--- config.mk ---
export PLATFORM = sky130hd
export DESIGN_NAME = hctb_ctrl
export DESIGN_NICKNAME = d
export VERILOG_FILES = /design/src/rtl/hctb_pkg.sv /design/src/rtl/hctb_ctrl.sv
export SDC_FILE = /design/constraint.sdc
export NUM_CORES = 1
export LEC_CHECK = 0
export CORE_AREA = 2 2 39 41
export CTS_BUF_LIST = sky130_fd_sc_hd__clkbuf_8
export DETAILED_ROUTE_END_ITERATION = 10
export DIE_AREA = 0 0 41 43
export DONT_BUFFER_PORTS = 1
export PLACE_DENSITY_LB_ADDON = 0.3
export SETUP_SLACK_MARGIN = 0.15
export SLEW_MARGIN = 20
export SYNTH_ARGS = -nofsm -noshare
export SYNTH_HDL_FRONTEND = slang
export SYNTH_SLANG_ARGS = --single-unit
--- constraint.sdc ---
create_clock -name clk -period 1.6 [get_ports clk]
set_input_delay 0.24 -clock clk [delete_from_list [all_inputs] [get_ports clk]]
set_output_delay 0.24 -clock clk [all_outputs]
set_load 0.05 [all_outputs]
--- src/rtl/hctb_pkg.sv ---
// ----------------------------------------------------------------------------
// hctb_pkg
// Shared constants, types and helpers of the codeword tree builder.
// ----------------------------------------------------------------------------
package hctb_pkg;

    localparam int unsigned NODE_COUNT = 2048;
    localparam int unsigned ADDR_W     = $clog2(NODE_COUNT);
    localparam int unsigned CNT_W      = ADDR_W + 1;
    localparam int unsigned LEVELS     = 32;
    localparam int unsigned LVL_W      = $clog2(LEVELS);
    localparam int unsigned INDEX_W    = 11;
    localparam int unsigned LEN_W      = 6;
    localparam int unsigned CW_W       = 32;

    localparam logic       OP_CLEAR  = 1'b0;
    localparam logic       OP_INSERT = 1'b1;
    localparam logic       ST_OK     = 1'b0;
    localparam logic       ST_FULL   = 1'b1;
    localparam logic [15:0] LEAF_FLAG = 16'h8000;

    typedef enum logic [7:0] {
        S_IDLE     = 8'b0000_0001,
        S_MK_WALK  = 8'b0000_0010,
        S_MK_WRITE = 8'b0000_0100,
        S_TR_START = 8'b0000_1000,
        S_TR_READ  = 8'b0001_0000,
        S_TR_CHECK = 8'b0010_0000,
        S_TR_PLACE = 8'b0100_0000,
        S_DONE     = 8'b1000_0000
    } state_t;

    typedef struct packed {
        logic accept;
        logic mk_walk;
        logic mk_write;
        logic tr_start;
        logic tr_read;
        logic tr_follow;
        logic tr_drop;
        logic tr_place;
        logic out_load;
    } cmd_t;

    typedef struct packed {
        logic in_valid;
        logic in_insert;
        logic walk_done;
        logic write_last;
        logic root_empty;
        logic follow;
        logic fits;
        logic depth_zero;
        logic out_free;
    } sts_t;

    function automatic logic [31:0] set_half(input logic [31:0] word, input logic sel,
                                             input logic [15:0] half);
        logic [31:0] res;
        res = sel ? {half, word[15:0]} : {word[31:16], half};
        return res;
    endfunction

endpackage

--- src/rtl/hctb_ctrl.sv ---
// ----------------------------------------------------------------------------
// hctb_ctrl
// Sequencer for marker walk, marker rewrite and tree insertion.
// ----------------------------------------------------------------------------
module hctb_ctrl (
    input  logic              clk,
    input  logic              rst_n,
    input  hctb_pkg::sts_t    sts,
    output hctb_pkg::cmd_t    cmd,
    output hctb_pkg::state_t  state
);

    hctb_pkg::state_t state_reg;
    hctb_pkg::state_t state_next;

    always_ff @(posedge clk or negedge rst_n)
    begin
        if (!rst_n)
        begin
            state_reg <= hctb_pkg::S_IDLE;
        end
        else
        begin
            state_reg <= state_next;
        end
    end

    always_comb
    begin
        state_next = state_reg;
        cmd        = '0;
        case (state_reg)
            hctb_pkg::S_IDLE:
            begin
                if (sts.in_valid)
                begin
                    cmd.accept = 1'b1;
                    state_next = sts.in_insert ? hctb_pkg::S_MK_WALK : hctb_pkg::S_DONE;
                end
            end
            hctb_pkg::S_MK_WALK:
            begin
                if (sts.walk_done)
                begin
                    state_next = hctb_pkg::S_MK_WRITE;
                end
                else
                begin
                    cmd.mk_walk = 1'b1;
                end
            end
            hctb_pkg::S_MK_WRITE:
            begin
                cmd.mk_write = 1'b1;
                if (sts.write_last)
                begin
                    state_next = hctb_pkg::S_TR_START;
                end
            end
            hctb_pkg::S_TR_START:
            begin
                cmd.tr_start = 1'b1;
                state_next   = sts.root_empty ? hctb_pkg::S_TR_CHECK : hctb_pkg::S_TR_READ;
            end
            hctb_pkg::S_TR_READ:
            begin
                cmd.tr_read = 1'b1;
                state_next  = hctb_pkg::S_TR_CHECK;
            end
            hctb_pkg::S_TR_CHECK:
            begin
                if (sts.follow)
                begin
                    cmd.tr_follow = 1'b1;
                    state_next    = hctb_pkg::S_TR_READ;
                end
                else if (sts.fits)
                begin
                    state_next = hctb_pkg::S_TR_PLACE;
                end
                else
                begin
                    cmd.tr_drop = 1'b1;
                    state_next  = hctb_pkg::S_DONE;
                end
            end
            hctb_pkg::S_TR_PLACE:
            begin
                cmd.tr_place = 1'b1;
                if (sts.depth_zero)
                begin
                    state_next = hctb_pkg::S_DONE;
                end
            end
            hctb_pkg::S_DONE:
            begin
                if (sts.out_free)
                begin
                    cmd.out_load = 1'b1;
                    state_next   = hctb_pkg::S_IDLE;
                end
            end
            default:
            begin
                state_next = hctb_pkg::S_IDLE;
            end
        endcase
    end

    assign state = state_reg;

endmodule

==> results.rst <==
.. list-table::
   :header-rows: 1

   * - Metric
     - Value
   * - CTS root buf
     - sky130_fd_sc_hd__clkbuf_8
   * - Clk slew on worst S/H paths
     - 0.05 ns
   * - Die height
     - 43 um
   * - Wire length per cell
     - 19.04 um
   * - Hold Crit Depth
     - 1
   * - Overall Power
     - 1.699 mW
   * - Maximum fanout encountered on the critical timing path
     - 3
   * - WS Path Type
     - reg2out
   * - Number of max-capacitance violations reported
     - 0
   * - Via count of the first global-routing pass
     - 791
   * - Final non-filler cell area
     - 0.001225 mm2
   * - Number of search-and-repair iterations in the first detailed-routing pass
     - 4
   * - Type of destination of the critical path
     - output port
   * - Class of the most critical hold timing path
     - in2reg
   * - Top library cells by usage in the layout, fill and taps aside
     - sky130_fd_sc_hd__buf_4, sky130_fd_sc_hd__buf_12, sky130_fd_sc_hd__buf_6, sky130_fd_sc_hd__dfrtp_2
   * - Die Wd
     - 41 um
   * - Weighted congestion reported at the end of routability-driven placement
     - 0.8001
   * - Die Footprint
     - 0.001763 mm2
   * - Syn_area_per_cell
     - 8.450 um2
   * - Stage delay of the slowest cell on the critical path
     - 0.46 ns
   * - Overflow after GRT
     - 0
   * - Total leakage power
     - 0.5481 nW
   * - Post-synthesis to final-layout area growth
     - 110.1%
   * - Clk Latency, worst-skew pair
     - 0.24 ns
   * - Number of primary I/O pins
     - 28
   * - Dpl hpwl
     - 1562 um
   * - Commonest non-fill, non-tap cell in the layout
     - sky130_fd_sc_hd__buf_4
   * - Number of diodes
     - 0
   * - Detailed-route via count
     - 736
   * - Prevailing post-synth register cell
     - sky130_fd_sc_hd__dfrtp_1
   * - Final Hold Vio Count
     - 0
   * - Number of flip-flops in the largest register
     - 8
   * - Net count reported at finish
     - 123
   * - Share of synthesized flip-flops with an asynchronous set or reset
     - 100.0%
   * - Standard-cell rows
     - 14
   * - Violated checks
     - negative setup slack
   * - Nature of the critical path startpoint
     - flop
   * - Sequential area share after synthesis
     - 34.55%
   * - Skew final
     - 0.005755 ns
   * - Core outline area
     - 0.001384 mm2
   * - Count of synthesis-stage warnings from yosys
     - 0
   * - Max Clock Freq
     - 0.4640 GHz
   * - H-tree lvl count
     - 1
   * - Final ANT Viol Nets
     - 0
   * - Cts bufs inserted
     - 3
   * - CTS tree
     - built
   * - Largest net degree at the start of global routing
     - 9
   * - Total of flip-flops plus latches after synthesis
     - 8
   * - Arrival time of data at the critical path endpoint
     - 1.92 ns
   * - Netlist cell types
     - 32
   * - Number of enable-type register cells in the synthesized netlist
     - 0
   * - All-Layer GR Usage
     - 29.79%
   * - Result of the run
     - complete, but fails checks
   * - CP max-delay cell
     - sky130_fd_sc_hd__or4_4
   * - Net count after synthesis
     - 80
   * - Part of the cycle the worst path needs
     - 134.7%
   * - Count of cells along the worst register-to-register path
     - 6
   * - Ratio of cells with drive above 1 in the final layout
     - 62.16%
   * - Total of endpoints with negative setup slack in the final report
     - 13
   * - Final wirelength
     - 2418 um
   * - Placement Cell Area
     - 992.2 um2
   * - Tmin final
     - 2.155 ns
   * - Clock tree sinks
     - 8
   * - Global-route wire length before repair
     - 3429 um
   * - Required time of the critical path
     - 1.36 ns
   * - DRC viols
     - 0
   * - Final setup margin
     - -0.5551 ns
   * - Final design utilization
     - 88.52%
   * - Peak VDD IR
     - 1.222 mV
   * - Synthesized instance count
     - 69
   * - Final-report max-slew violation count
     - 0
   * - Violation count after the first detailed-route iteration
     - 15
   * - Antenna violations before repair
     - 0
   * - Count of port buffers added during placement
     - 0
   * - Max-slew headroom
     - 75.09%
   * - Worst Setup Slack post-DPL
     - -0.3015 ns
   * - Starting utilization of the core area
     - 42.13%
   * - Worst Tran Pin Value
     - 0.3724 ns
   * - Unrepaired setup endpoints after global routing
     - true
   * - Ordered cell list for the critical path
     - or3_4 > or4_4 > nand2b_4 > nor2_4 > buf_12
   * - Deepest clock path buffer count
     - 2
   * - Ratio of total power to cell area
     - 1387 mW/mm2
   * - Vias per Instance
     - 5.795
   * - Cell area after technology mapping
     - 583.1 um2
[logic make-up after synthesis]
group	count (synthesis)	share of synthesized area [%]
DFF	8	34.55
AOI/OAI and AO/OA	18	24.25
xor gates and xnor gates	2	3.005
and+or+nand+nor	34	33.69
buffers and inverters	7	4.506
[power breakdown]
| group | switching [mW] | internal (mW) | leakage, nW | total [mW] |
|---|---|---|---|---|
| registers | 0.0410 | 0.251 | 0.0970 | 0.292 |
| logic | 0.605 | 0.541 | 0.424 | 1.15 |
| clock network | 0.0936 | 0.167 | 0.0269 | 0.261 |
[layer usage]
metal	GRT usage [%]	wire length, um
met1	34.59	870
met2	48.44	1369
met4	12.67	71
met3	8.377	106
met5	0	0
[worst paths after layout]
check	startpoint	to	slack (ns)
setup / recovery	state[5]	cmd[0]	-0.56
hold / removal	sts[0]	state[7]	0.09
setup reg to reg	state[5]	state[0]	-0.41
hold reg to reg	state[6]	state[6]	0.62
max in group asynchronous	rst_n	state[0]	0.93
min in group asynchronous	rst_n	state[7]	0.35
[cell usage after synthesis, drive strengths merged, types with 2 or more instances]
library cell | n | area (um2)
a21o | 2 | 15.01
dfrtp | 7 | 175.2
inv | 6 | 22.52
nand2b | 6 | 37.54
nand3 | 2 | 10.01
nor2 | 9 | 33.78
nor2b | 2 | 12.51
nor3 | 5 | 30.03
nor3b | 3 | 22.52
o21ai | 3 | 15.01
o22a | 2 | 17.52
o22ai | 2 | 12.51
xor2 | 2 | 17.52
[repair_timing]
action | 4_1_cts | 5_1_grt
hold endpoints to repair | 8 | 0
gates resized for setup | 17 | 6
pin swaps | 2 | 4
hold buffers | 1 | 0
setup buffers | 7 | 2
endpoints found under the setup margin | 15 | 16
[through the flow]
step	TNS, ns	cells	hold slack (ns)
after floorplan	-3.645	69	-0.05559
after global placement	-0.9876	113	-0.05533
after detailed placement	-1.225	113	-0.05536
after CTS	-3.214	125	0.09335
after global routing	-4.413	127	0.1014
final	-4.008	127	0.09143
[critical path: cells and delay by family, from the launching register on]
family	cells	cell delay [ns]
buffers and inverters	1	0.14
flip-flops	1	0.40
AND/OR/NAND/NOR	4	1.15
[cell type report]
class / count / area, um2
Timing Repair Buffer: 39 / 417.9
Clock buffer: 3 / 41.29
Multi-Input combinational cell: 54 / 503.0
Clock inverter: 1 / 3.754
Fill cell: 67 / 158.9
Inverter: 6 / 30.03
Tap cell: 16 / 20.02
Sequential cell: 8 / 209.0
No activity file was read; power rests on OpenSTA's default activity.
